$ cat src/rtl/wdsc_pkg.sv
// ----------------------------------------------------------------------------
// Window deviation stability check - shared package
// Field widths, reset values and the command/status bundles between the
// controller and the datapath.
// ----------------------------------------------------------------------------
`default_nettype none

package wdsc_pkg;

   localparam int WINDOW_DEF = 16;

   localparam int COORD_W = 32;
   localparam int DEV_W   = 32;
   localparam int LIMIT_W = 31;
   localparam int MEAN_W  = COORD_W + 1;
   localparam int DIFF_W  = COORD_W + 2;

   localparam logic [LIMIT_W-1:0] LIMIT_RESET = LIMIT_W'(100);

   typedef struct packed {
      logic load;
      logic rd_clr;
      logic rd_en;
      logic acc_clr;
      logic pass_dev;
      logic div_start;
      logic div_dev;
      logic mean_load;
      logic rsp_load;
   } wdsc_cmd_type;

   typedef struct packed {
      logic last_rd;
      logic div_done;
   } wdsc_sts_type;

endpackage

`default_nettype wire

$ cat src/rtl/wdsc_if.sv
// ----------------------------------------------------------------------------
// Window deviation stability check - channel interfaces
// Sample, result and register-write channels, each a valid/ready pair
// with its payload.
// ----------------------------------------------------------------------------
`default_nettype none

interface wdsc_req_if;
   logic                                 valid;
   logic                                 ready;
   logic signed [wdsc_pkg::COORD_W-1:0]  coord_first;
   logic signed [wdsc_pkg::COORD_W-1:0]  coord_second;

   modport source (output valid, coord_first, coord_second, input ready);
   modport sink   (input valid, coord_first, coord_second, output ready);
endinterface

interface wdsc_rsp_if;
   logic                          valid;
   logic                          ready;
   logic                          stable;
   logic [wdsc_pkg::DEV_W-1:0]    deviation_first;
   logic [wdsc_pkg::DEV_W-1:0]    deviation_second;

   modport source (output valid, stable, deviation_first, deviation_second,
                   input ready);
   modport sink   (input valid, stable, deviation_first, deviation_second,
                   output ready);
endinterface

interface wdsc_csr_if;
   logic                          valid;
   logic                          ready;
   logic [wdsc_pkg::LIMIT_W-1:0]  deviation_limit;

   modport source (output valid, deviation_limit, input ready);
   modport sink   (input valid, deviation_limit, output ready);
endinterface

`default_nettype wire

$ cat src/rtl/wdsc_div.sv
// ----------------------------------------------------------------------------
// Window deviation stability check - unsigned divider
// Restoring divider, one quotient bit per cycle; the quotient holds once
// done has pulsed.
// ----------------------------------------------------------------------------
`default_nettype none

module wdsc_div #(
   parameter int N_W = 37,
   parameter int D_W = 5
) (
   input  wire logic           clock,
   input  wire logic           reset,
   input  wire logic           start,
   input  wire logic [N_W-1:0] dividend,
   input  wire logic [D_W-1:0] divisor,
   output logic                done,
   output logic [N_W-1:0]      quotient
);

   localparam int CW = $clog2(N_W + 1);

   logic           busy_ff;
   logic           done_ff;
   logic [CW-1:0]  cnt_ff;
   logic [N_W-1:0] quo_ff, quo_in;
   logic [D_W-1:0] rem_ff, rem_in;
   logic [D_W-1:0] dvs_ff;
   logic [D_W:0]   shifted;
   logic [D_W:0]   trial;

   always_comb begin
      shifted = {rem_ff, quo_ff[N_W-1]};
      trial   = shifted - {1'b0, dvs_ff};
      if (!trial[D_W]) begin
         rem_in = trial[D_W-1:0];
         quo_in = {quo_ff[N_W-2:0], 1'b1};
      end else begin
         rem_in = shifted[D_W-1:0];
         quo_in = {quo_ff[N_W-2:0], 1'b0};
      end
   end

   always_ff @(posedge clock) begin
      if (reset) begin
         busy_ff <= 1'b0;
         done_ff <= 1'b0;
         cnt_ff  <= '0;
      end else begin
         done_ff <= 1'b0;
         if (start) begin
            busy_ff <= 1'b1;
            cnt_ff  <= CW'(N_W);
         end else if (busy_ff) begin
            cnt_ff <= cnt_ff - CW'(1);
            if (cnt_ff == CW'(1)) begin
               busy_ff <= 1'b0;
               done_ff <= 1'b1;
            end
         end
      end
   end

   always_ff @(posedge clock) begin
      if (start) begin
         quo_ff <= dividend;
         rem_ff <= '0;
         dvs_ff <= divisor;
      end else if (busy_ff) begin
         quo_ff <= quo_in;
         rem_ff <= rem_in;
      end
   end

   assign done     = done_ff;
   assign quotient = quo_ff;

endmodule

`default_nettype wire

$ cat src/rtl/wdsc_dp.sv
// ----------------------------------------------------------------------------
// Window deviation stability check - datapath
// Sample windows, read pointer, per-axis accumulators, dividers and mean,
// limit register and the result register.
// ----------------------------------------------------------------------------
`default_nettype none

module wdsc_dp #(
   parameter int WINDOW = wdsc_pkg::WINDOW_DEF
) (
   input  wire logic                               clock,
   input  wire logic                               reset,
   input  wire wdsc_pkg::wdsc_cmd_type             cmd,
   output wdsc_pkg::wdsc_sts_type                  sts,
   input  wire logic signed [wdsc_pkg::COORD_W-1:0] coord_first,
   input  wire logic signed [wdsc_pkg::COORD_W-1:0] coord_second,
   input  wire logic                               limit_we,
   input  wire logic [wdsc_pkg::LIMIT_W-1:0]       limit_data,
   output logic                                    stable,
   output logic [wdsc_pkg::DEV_W-1:0]              deviation_first,
   output logic [wdsc_pkg::DEV_W-1:0]              deviation_second
);

   import wdsc_pkg::*;

   localparam int IDX_W = (WINDOW > 1) ? $clog2(WINDOW) : 1;
   localparam int CNT_W = $clog2(WINDOW + 1);
   localparam int ACC_W = COORD_W + CNT_W;

   logic [IDX_W-1:0]   wr_slot_ff;
   logic [IDX_W-1:0]   rd_idx_ff;
   logic [CNT_W-1:0]   fill_ff;
   logic               acc_valid_ff;
   logic [LIMIT_W-1:0] limit_ff;
   logic               stable_ff;
   logic [DEV_W-1:0]   dev_first_ff;
   logic [DEV_W-1:0]   dev_second_ff;
   logic [DEV_W-1:0]   dev_q [2];
   logic [1:0]         div_done;
   logic               stable_in;

   always_ff @(posedge clock) begin
      if (reset) begin
         wr_slot_ff   <= '0;
         fill_ff      <= '0;
         rd_idx_ff    <= '0;
         acc_valid_ff <= 1'b0;
         limit_ff     <= LIMIT_RESET;
      end else begin
         if (limit_we) begin
            limit_ff <= limit_data;
         end
         if (cmd.load) begin
            if (wr_slot_ff == IDX_W'(WINDOW - 1)) begin
               wr_slot_ff <= '0;
            end else begin
               wr_slot_ff <= wr_slot_ff + IDX_W'(1);
            end
            if (fill_ff != CNT_W'(WINDOW)) begin
               fill_ff <= fill_ff + CNT_W'(1);
            end
         end
         if (cmd.rd_clr) begin
            rd_idx_ff <= '0;
         end else if (cmd.rd_en) begin
            rd_idx_ff <= rd_idx_ff + IDX_W'(1);
         end
         acc_valid_ff <= cmd.rd_en;
      end
   end

   assign sts.last_rd  = ((CNT_W'(rd_idx_ff) + CNT_W'(1)) == fill_ff);
   assign sts.div_done = div_done[0] & div_done[1];

   for (genvar a = 0; a < 2; a++) begin : g_axis
      logic [COORD_W-1:0]        mem [WINDOW];
      logic signed [COORD_W-1:0] sample;
      logic signed [COORD_W-1:0] rd_data_ff;
      logic signed [ACC_W-1:0]   acc_ff, acc_in;
      logic signed [MEAN_W-1:0]  mean_ff;
      logic [MEAN_W-1:0]         mean_mag;
      logic signed [DIFF_W-1:0]  diff;
      logic [DIFF_W-1:0]         diff_abs;
      logic [ACC_W-1:0]          div_arg;
      logic [ACC_W-1:0]          quo;

      assign sample = (a == 0) ? coord_first : coord_second;

      always_ff @(posedge clock) begin
         if (cmd.load) begin
            mem[wr_slot_ff] <= sample;
         end
         rd_data_ff <= mem[rd_idx_ff];
      end

      always_comb begin
         diff     = DIFF_W'(rd_data_ff) - DIFF_W'(mean_ff);
         diff_abs = diff[DIFF_W-1] ? DIFF_W'(-diff) : DIFF_W'(diff);
         if (cmd.acc_clr) begin
            acc_in = '0;
         end else if (acc_valid_ff) begin
            if (cmd.pass_dev) begin
               acc_in = acc_ff + $signed(ACC_W'(diff_abs));
            end else begin
               acc_in = acc_ff + ACC_W'(rd_data_ff);
            end
         end else begin
            acc_in = acc_ff;
         end
         if (cmd.div_dev) begin
            div_arg = acc_ff;
         end else begin
            div_arg = acc_ff[ACC_W-1] ? ACC_W'(-acc_ff) : ACC_W'(acc_ff);
         end
         mean_mag = {1'b0, quo[COORD_W-1:0]};
      end

      always_ff @(posedge clock) begin
         acc_ff <= acc_in;
         if (cmd.mean_load) begin
            mean_ff <= acc_ff[ACC_W-1] ? -$signed(mean_mag) : $signed(mean_mag);
         end
      end

      wdsc_div #(
         .N_W (ACC_W),
         .D_W (CNT_W)
      ) u_div (
         .clock    (clock),
         .reset    (reset),
         .start    (cmd.div_start),
         .dividend (div_arg),
         .divisor  (fill_ff),
         .done     (div_done[a]),
         .quotient (quo)
      );

      assign dev_q[a] = quo[DEV_W-1:0];
   end

   assign stable_in = (dev_q[0] < {1'b0, limit_ff}) && (dev_q[1] < {1'b0, limit_ff});

   always_ff @(posedge clock) begin
      if (cmd.rsp_load) begin
         stable_ff     <= stable_in;
         dev_first_ff  <= dev_q[0];
         dev_second_ff <= dev_q[1];
      end
   end

   assign stable           = stable_ff;
   assign deviation_first  = dev_first_ff;
   assign deviation_second = dev_second_ff;

endmodule

`default_nettype wire

$ cat src/rtl/wdsc_ctrl.sv
// ----------------------------------------------------------------------------
// Window deviation stability check - controller
// Sequences one sample: sum pass, mean division, deviation pass,
// deviation division and hand-off to the result register.
// ----------------------------------------------------------------------------
`default_nettype none

module wdsc_ctrl (
   input  wire logic                   clock,
   input  wire logic                   reset,
   input  wire logic                   req_valid,
   output logic                        req_ready,
   output logic                        rsp_valid,
   input  wire logic                   rsp_ready,
   input  wire wdsc_pkg::wdsc_sts_type sts,
   output wdsc_pkg::wdsc_cmd_type      cmd
);

   import wdsc_pkg::*;

   typedef enum logic [3:0] {
      S_IDLE,
      S_SUM,
      S_SUM_END,
      S_MEAN_GO,
      S_MEAN_WAIT,
      S_DEV,
      S_DEV_END,
      S_DEVD_GO,
      S_DEVD_WAIT,
      S_FIN
   } state_type;

   state_type state_ff, state_in;
   logic      rsp_valid_ff;

   always_comb begin
      state_in  = state_ff;
      cmd       = '0;
      req_ready = 1'b0;
      case (state_ff)
         S_IDLE: begin
            req_ready = 1'b1;
            if (req_valid) begin
               cmd.load    = 1'b1;
               cmd.rd_clr  = 1'b1;
               cmd.acc_clr = 1'b1;
               state_in    = S_SUM;
            end
         end
         S_SUM: begin
            cmd.rd_en = 1'b1;
            if (sts.last_rd) begin
               state_in = S_SUM_END;
            end
         end
         S_SUM_END: begin
            state_in = S_MEAN_GO;
         end
         S_MEAN_GO: begin
            cmd.div_start = 1'b1;
            state_in      = S_MEAN_WAIT;
         end
         S_MEAN_WAIT: begin
            if (sts.div_done) begin
               cmd.mean_load = 1'b1;
               cmd.acc_clr   = 1'b1;
               cmd.rd_clr    = 1'b1;
               state_in      = S_DEV;
            end
         end
         S_DEV: begin
            cmd.rd_en    = 1'b1;
            cmd.pass_dev = 1'b1;
            if (sts.last_rd) begin
               state_in = S_DEV_END;
            end
         end
         S_DEV_END: begin
            cmd.pass_dev = 1'b1;
            state_in     = S_DEVD_GO;
         end
         S_DEVD_GO: begin
            cmd.div_start = 1'b1;
            cmd.div_dev   = 1'b1;
            state_in      = S_DEVD_WAIT;
         end
         S_DEVD_WAIT: begin
            cmd.div_dev = 1'b1;
            if (sts.div_done) begin
               state_in = S_FIN;
            end
         end
         S_FIN: begin
            if (!rsp_valid_ff || rsp_ready) begin
               cmd.rsp_load = 1'b1;
               state_in     = S_IDLE;
            end
         end
         default: begin
            state_in = S_IDLE;
         end
      endcase
   end

   always_ff @(posedge clock) begin
      if (reset) begin
         state_ff     <= S_IDLE;
         rsp_valid_ff <= 1'b0;
      end else begin
         state_ff <= state_in;
         if (cmd.rsp_load) begin
            rsp_valid_ff <= 1'b1;
         end else if (rsp_ready) begin
            rsp_valid_ff <= 1'b0;
         end
      end
   end

   assign rsp_valid = rsp_valid_ff;

endmodule

`default_nettype wire

$ cat src/rtl/window_deviation_stability_check_top.sv
// ----------------------------------------------------------------------------
// Window deviation stability check - top level
// Sliding-window mean absolute deviation of a two-axis position, with a
// stability flag against a programmable limit.
// ----------------------------------------------------------------------------
// Each accepted beat on req_bus writes one sample into the last-WINDOW
// windows and yields exactly one beat on rsp_bus. With n samples held (up to
// WINDOW), the two passes read the window memories one entry per cycle, and
// the mean and the deviation each go through a one-bit-per-cycle divider.
// Both axes run side by side. One item is worked on at a time; a new sample
// is taken while the previous result still waits in the output register.
// csr_bus is always ready and should be written only while the block is idle.
// ----------------------------------------------------------------------------
`default_nettype none

module window_deviation_stability_check_top #(
   parameter int WINDOW = wdsc_pkg::WINDOW_DEF
) (
   input  wire logic   clock,
   input  wire logic   reset,
   wdsc_req_if.sink    req_bus,
   wdsc_rsp_if.source  rsp_bus,
   wdsc_csr_if.sink    csr_bus
);

   import wdsc_pkg::*;

   wdsc_cmd_type cmd;
   wdsc_sts_type sts;

   assign csr_bus.ready = 1'b1;

   wdsc_ctrl u_ctrl (
      .clock     (clock),
      .reset     (reset),
      .req_valid (req_bus.valid),
      .req_ready (req_bus.ready),
      .rsp_valid (rsp_bus.valid),
      .rsp_ready (rsp_bus.ready),
      .sts       (sts),
      .cmd       (cmd)
   );

   wdsc_dp #(
      .WINDOW (WINDOW)
   ) u_dp (
      .clock            (clock),
      .reset            (reset),
      .cmd              (cmd),
      .sts              (sts),
      .coord_first      (req_bus.coord_first),
      .coord_second     (req_bus.coord_second),
      .limit_we         (csr_bus.valid),
      .limit_data       (csr_bus.deviation_limit),
      .stable           (rsp_bus.stable),
      .deviation_first  (rsp_bus.deviation_first),
      .deviation_second (rsp_bus.deviation_second)
   );

endmodule

`default_nettype wire

$ cat src/flat_wrapper.sv
// flat-port wrapper written by rule: the top's interface ports become plain ports
module window_deviation_stability_check_top_flat import wdsc_pkg::*;
#(
   parameter int WINDOW = wdsc_pkg::WINDOW_DEF
)
  (clock, reset, req_bus_valid, req_bus_coord_first, req_bus_coord_second, req_bus_ready, rsp_bus_valid, rsp_bus_stable, rsp_bus_deviation_first, rsp_bus_deviation_second, rsp_bus_ready, csr_bus_valid, csr_bus_deviation_limit, csr_bus_ready);
  wdsc_req_if req_bus_i ();
  wdsc_rsp_if rsp_bus_i ();
  wdsc_csr_if csr_bus_i ();
  input  wire logic clock;
  input  wire logic reset;
  input wire logic [$bits(req_bus_i.valid)-1:0] req_bus_valid;
  input wire logic [$bits(req_bus_i.coord_first)-1:0] req_bus_coord_first;
  input wire logic [$bits(req_bus_i.coord_second)-1:0] req_bus_coord_second;
  output wire logic [$bits(req_bus_i.ready)-1:0] req_bus_ready;
  output wire logic [$bits(rsp_bus_i.valid)-1:0] rsp_bus_valid;
  output wire logic [$bits(rsp_bus_i.stable)-1:0] rsp_bus_stable;
  output wire logic [$bits(rsp_bus_i.deviation_first)-1:0] rsp_bus_deviation_first;
  output wire logic [$bits(rsp_bus_i.deviation_second)-1:0] rsp_bus_deviation_second;
  input wire logic [$bits(rsp_bus_i.ready)-1:0] rsp_bus_ready;
  input wire logic [$bits(csr_bus_i.valid)-1:0] csr_bus_valid;
  input wire logic [$bits(csr_bus_i.deviation_limit)-1:0] csr_bus_deviation_limit;
  output wire logic [$bits(csr_bus_i.ready)-1:0] csr_bus_ready;
  assign req_bus_i.valid = req_bus_valid;
  assign req_bus_i.coord_first = req_bus_coord_first;
  assign req_bus_i.coord_second = req_bus_coord_second;
  assign req_bus_ready = req_bus_i.ready;
  assign rsp_bus_valid = rsp_bus_i.valid;
  assign rsp_bus_stable = rsp_bus_i.stable;
  assign rsp_bus_deviation_first = rsp_bus_i.deviation_first;
  assign rsp_bus_deviation_second = rsp_bus_i.deviation_second;
  assign rsp_bus_i.ready = rsp_bus_ready;
  assign csr_bus_i.valid = csr_bus_valid;
  assign csr_bus_i.deviation_limit = csr_bus_deviation_limit;
  assign csr_bus_ready = csr_bus_i.ready;
  window_deviation_stability_check_top #(.WINDOW(WINDOW)) u_core (.clock(clock), .reset(reset), .req_bus(req_bus_i), .rsp_bus(rsp_bus_i), .csr_bus(csr_bus_i));
endmodule
$ cat config.mk
export PLATFORM = sky130hd
export DESIGN_NAME = window_deviation_stability_check_top_flat
export DESIGN_NICKNAME = d
export VERILOG_FILES = /design/src/rtl/wdsc_pkg.sv /design/src/rtl/wdsc_if.sv /design/src/rtl/wdsc_div.sv /design/src/rtl/wdsc_dp.sv /design/src/rtl/wdsc_ctrl.sv /design/src/rtl/window_deviation_stability_check_top.sv /design/src/flat_wrapper.sv
export SDC_FILE = /design/constraint.sdc
export NUM_CORES = 2
export LEC_CHECK = 0
export BUFFER_PORTS_ARGS = -buffer_cell sky130_fd_sc_hd__buf_2
export CAP_MARGIN = 20
export CORE_MARGIN = 2
export CORE_UTILIZATION = 59
export CTS_BUF_LIST = sky130_fd_sc_hd__clkbuf_8
export DETAILED_ROUTE_END_ITERATION = 6
export GPL_TIMING_DRIVEN = 0
export PLACE_DENSITY = 0.79
export SETUP_SLACK_MARGIN = 0.4
export SLEW_MARGIN = 15
export SYNTH_ARGS = -nofsm -noshare
export SYNTH_HDL_FRONTEND = slang
export SYNTH_SLANG_ARGS = --single-unit
$ cat constraint.sdc
create_clock -name clock -period 8 [get_ports clock]
set_input_delay 0.4 -clock clock [delete_from_list [all_inputs] [get_ports clock]]
set_output_delay 0.4 -clock clock [all_outputs]
set_load 0.05 [all_outputs]
==> flow_summary_export.csv <==
group,metric,value,unit
run_status,status,"finished, final reports clean",
power,vdd_ir_drop_max,0.187,mV
yosys,synth_top_area_cell,"edfxtp_1",
drt,via_per_inst,6.40,
clock_network,clk_latency,0.93,ns
layout,design_area,77100,µm²
floorplanning,die_y,341,µm
power,switching_share,36.3,%
drt,wl,192000,µm
setup_path,crit_path_end_kind,"flop",
placement,dp_cells,6433,
yosys,yosysWarnings,0,
floorplanning,dieWidth,341,µm
setup_path,regToRegSetupSlack,0.63,ns
drt,remaining_drc_errors,0,
drt,via_count,44500,
placement,placed_cell_area,71500,µm²
layout,drive_gt1_share,17.4,%
power,powerDensity,323,nW/µm²
worst_hold_path,whs_path_depth,2,
grt,grt_pass1_wl,282000,µm
yosys,yosys.cell_types.count,86,
setup_path,cp.arrival,8.19,ns
clock_network,numClockSinks,1448,
drt,final_antenna_net_count,0,
clock_network,cts_tree,"built",
clock_network,cts_htree_levels,4,
layout,fin_cells,6956,
sta,hold_viol_final,0,
grt,grt_max_degree,35,
grt,grt_pass1_vias,44300,
drt,wl_per_cell,27.5,µm
sta,max-slew-margin-rel,20.1,%
floorplanning,dieArea,116000,µm²
sta,clock_skew,0.0443,ns
sta,slew_violations,0,
setup_path,rr_worst_depth,26,
layout,multi_input_area,24600,µm²
placement,gp_congestion,0.928,
placement,hpwl,131000,µm
sta,grt_setup_unrepaired,"no",
sta,min_period_over_period,92.1,%
job,maxCapViolCount,0,
clock_network,numCtsBuffers,218,
sta,timing.fmax,0.136,GHz
worst_hold_path,holdPathEnd,"u_core.u_dp.rd_idx_ff[3]",
worst_hold_path,hp-class,"in -> reg",
grt,groute.usage.overall,32.9,%
placement,port_buffers,164,
yosys,synth_fp_nets,5021,
drt,dr.pass1.iters,7,
sta,setup_violations,0,
floorplanning,rows,123,
setup_path,critPathRequiredTime,8.82,ns
drt,drt_first_iter_violations,5964,
floorplanning,pin_count,168,
yosys,synth_area_leaders,"edfxtp_1 55%, mux4_2 11%, dfxtp_1 6.4%",
yosys,synth_edf_count,1234,
setup_path,crit_fanout,10,
setup_path,r2r-end,"u_core.u_dp.g_axis[1].acc_ff[36]",
floorplanning,core_area,113000,µm²
yosys,seq_area_frac_synth,61.6,%
layout,num-nets-final,5597,
yosys,syn_area_per_cell,14.3,µm²
grt,antenna_found_initial,19,
yosys,ys_seq_elements,1448,
yosys,synth_common_cells,"1234 x edfxtp_1, 320 x mux4_2, 307 x nand2_1, 292 x nor2_1, 289 x o21ai_0",
power,switching_power,9030,µW
clock_network,clkTransAtPathRegs,0.07,ns
power,p_int,15900,µW
power,pwr-share-seq,38.6,%
floorplanning,start_util,59.6,%
yosys,netlist_instances,4687,
yosys,synth_top_area_share,55.2,%
power,leakage,0.0271,µW
worst_hold_path,min_from,"reset",
setup_path,r2r_start,"u_core.u_dp.g_axis[1].mean_ff[8]",
clock_network,clk_path_buf_depth,3,
layout,register_area,41300,µm²
grt,grt.overflow.total,0,
yosys,synth.most_common_cell,"edfxtp_1",
setup_path,crit_type,"reg -> reg",
sta,fin_crit,7.37,ns
yosys,async_flop_share,0,%
yosys,netlist_area,67100,µm²
power,clkPwrFrac,24.7,%
power,combPwrFrac,36.7,%
clock_network,root_buffer,"clkbuf_8",
yosys,synth_ff_type,"edfxtp_1",
setup_path,crit_path_start_kind,"flop",
layout,fillCellCount,7372,
sta,worst_pin_slew,1.20,ns
layout,area_growth,14.9,%
==> registers in the layout, summed over array words and instances (netlist names), 4 cells and up <==
signal	count
u_core.u_dp.g_axis.mem	1024
u_core.u_dp.g_axis.acc_ff	74
u_core.u_dp.g_axis.u_div.quotient	74
u_core.u_dp.g_axis.mean_ff	66
u_core.u_dp.g_axis.rd_data_ff	64
u_core.u_dp.deviation_first	32
u_core.u_dp.deviation_second	32
u_core.u_dp.limit_ff	31
u_core.u_dp.g_axis.u_div.cnt_ff	12
u_core.u_dp.g_axis.u_div.rem_ff	10
u_core.u_dp.fill_ff	5
u_core.u_dp.g_axis.u_div.dvs_ff	5
u_core.u_ctrl.state_ff	4
u_core.u_dp.rd_idx_ff	4
u_core.u_dp.wr_slot_ff	4
==> timing repair <==
action,in CTS,in global routing
endpoints found under the hold margin,1056,0
setup buffers,0,0
endpoints found under the setup margin,7,18
hold buffers,100,0
gates resized for setup,3,16
==> layout make-up <==
| type | count | share of cell area, % |
|---|---|---|
| well taps | 1500 | 2.43 |
| multi-input cells | 2870 | 31.9 |
| clock inverters | 172 | 1.52 |
| repair buffers | 356 | 4.55 |
| inverters | 170 | 0.828 |
| diodes | 9 | 0.0292 |
| clock buffers | 232 | 4.14 |
| plain buffers | 199 | 1.00 |
| flip-flops and latches | 1448 | 53.6 |
==> metrics by stage <==
stage | setup TNS [ns] | total power (µW) | hold slack, ns | worst slack [ns] | util, %
6_report | 0 | 24900 | 0.185 | 0.634 | 68.4
5_1_grt | 0 | 26100 | 0.166 | 0.409 | 68.4
4_1_cts | 0 | 24700 | 0.119 | 0.444 | 68.2
3_5_place_dp | -0.00262 | 18600 | 0.483 | -0.00262 | 63.5
3_3_place_gp | -635.74 | 18200 | 0.473 | -4.10 | 62.0
2_1_floorplan | 0 | 16100 | 0.460 | 0.486 | -
==> critical path: stages, from the launching register on <==
cell      delay (ns)
edfxtp_1        0.44
inv_1           0.09
ha_1            0.21
clkbuf_1        0.23
a21oi_1         0.26
o21ai_0         0.18
o31a_1          0.36
o21ai_1         0.46
a21oi_1         0.23
o21a_1          0.28
o21ai_2         0.32
clkbuf_2        0.32
nor2_1          0.07
a211oi_1        0.21
a21oi_1         0.13
fa_1            0.49
a21oi_1         0.18
and4b_1         0.24
or4b_2          0.72
nand4_1         0.19
a211oi_1        0.11
nor2_1          0.21
o21ai_0         0.23
a221o_1         0.42
a21oi_1         0.18
mux2_2          0.36
mux2i_1         0.11
==> worst max path at each step <==
stage / startpoint / cells after the start / end
after CTS: u_core.u_dp.g_axis[1].mean_ff[7] / 25 / u_core.u_dp.g_axis[1].acc_ff[36]
final: u_core.u_dp.g_axis[1].mean_ff[8] / 26 / u_core.u_dp.g_axis[1].acc_ff[36]
after global routing: u_core.u_dp.g_axis[1].mean_ff[8] / 26 / u_core.u_dp.g_axis[1].acc_ff[36]
after detailed placement: u_core.u_dp.g_axis[1].mean_ff[7] / 26 / u_core.u_dp.g_axis[1].acc_ff[36]
after global placement: u_core.u_ctrl.state_ff[0] / 5 / u_core.u_dp.g_axis[0].mem[3][16]
after floorplan: u_core.u_ctrl.state_ff[0] / 5 / u_core.u_dp.g_axis[0].mem[3][0]
==> placed cells by master, fill, tap and decap left out, types with 24 or more instances in the layout <==
| master | count |
|---|---|
| nor2b_1 | 33 |
| o21a_1 | 24 |
| clkbuf_1 | 155 |
| nand4_1 | 34 |
| clkbuf_8 | 232 |
| o31ai_1 | 31 |
| buf_2 | 168 |
| dfxtp_1 | 214 |
| xnor2_1 | 214 |
| nor2_1 | 279 |
| nor3_1 | 55 |
| mux4_2 | 320 |
| a21o_1 | 93 |
| mux2i_1 | 98 |
| inv_1 | 246 |
| xor2_1 | 109 |
| nor4_1 | 24 |
| o21ai_0 | 287 |
| buf_1 | 24 |
| a211oi_1 | 34 |
| or3_1 | 32 |
| and3_1 | 24 |
| dlygate4sd3_1 | 100 |
| a21oi_1 | 212 |
| a31oi_1 | 24 |
| buf_12 | 27 |
| ha_1 | 228 |
| edfxtp_1 | 1234 |
| nand2b_1 | 46 |
| nand3_1 | 45 |
| nand2_1 | 307 |
| o211ai_1 | 24 |
| clkinv_1 | 45 |
==> power by group through the flow <==
| stage | registers, µW | logic, µW | clock network [µW] |
|---|---|---|---|
| floorplan | 9570 | 6560 | 0 |
| global placement | 9750 | 8490 | 0 |
| detailed placement | 9740 | 8850 | 0 |
| CTS | 9590 | 8940 | 6140 |
| global route | 9670 | 9970 | 6500 |
| finish | 9620 | 9140 | 6140 |
==> routing by layer <==
layer / vias up / track usage, % / routed length, µm
met5: - / 0 / 120
met4: 14 / 15.0 / 8730
li1: 19300 / - / -
met2: 2856 / 54.1 / 93600
met3: 554 / 6.55 / 18500
met1: 21800 / 42.7 / 70500
==> logic make-up (layout without fill, tap and decap cells) <==
group / count (synthesis) / after routing / synth area share, %
AND/OR/NAND/NOR: 1003 / 1003 / 7.14
XOR/XNOR: 323 / 323 / 4.22
flip-flops: 1448 / 1448 / 61.6
multiplexers: 424 / 424 / 12.3
other: 1 / 10 / 0.00559
AO/OA/AOI/OAI: 885 / 885 / 8.22
buffers and inverters: 369 / 1129 / 2.08
adder cells (fa/ha/maj): 234 / 234 / 4.43
No activity file was read; power rests on OpenSTA's default activity.
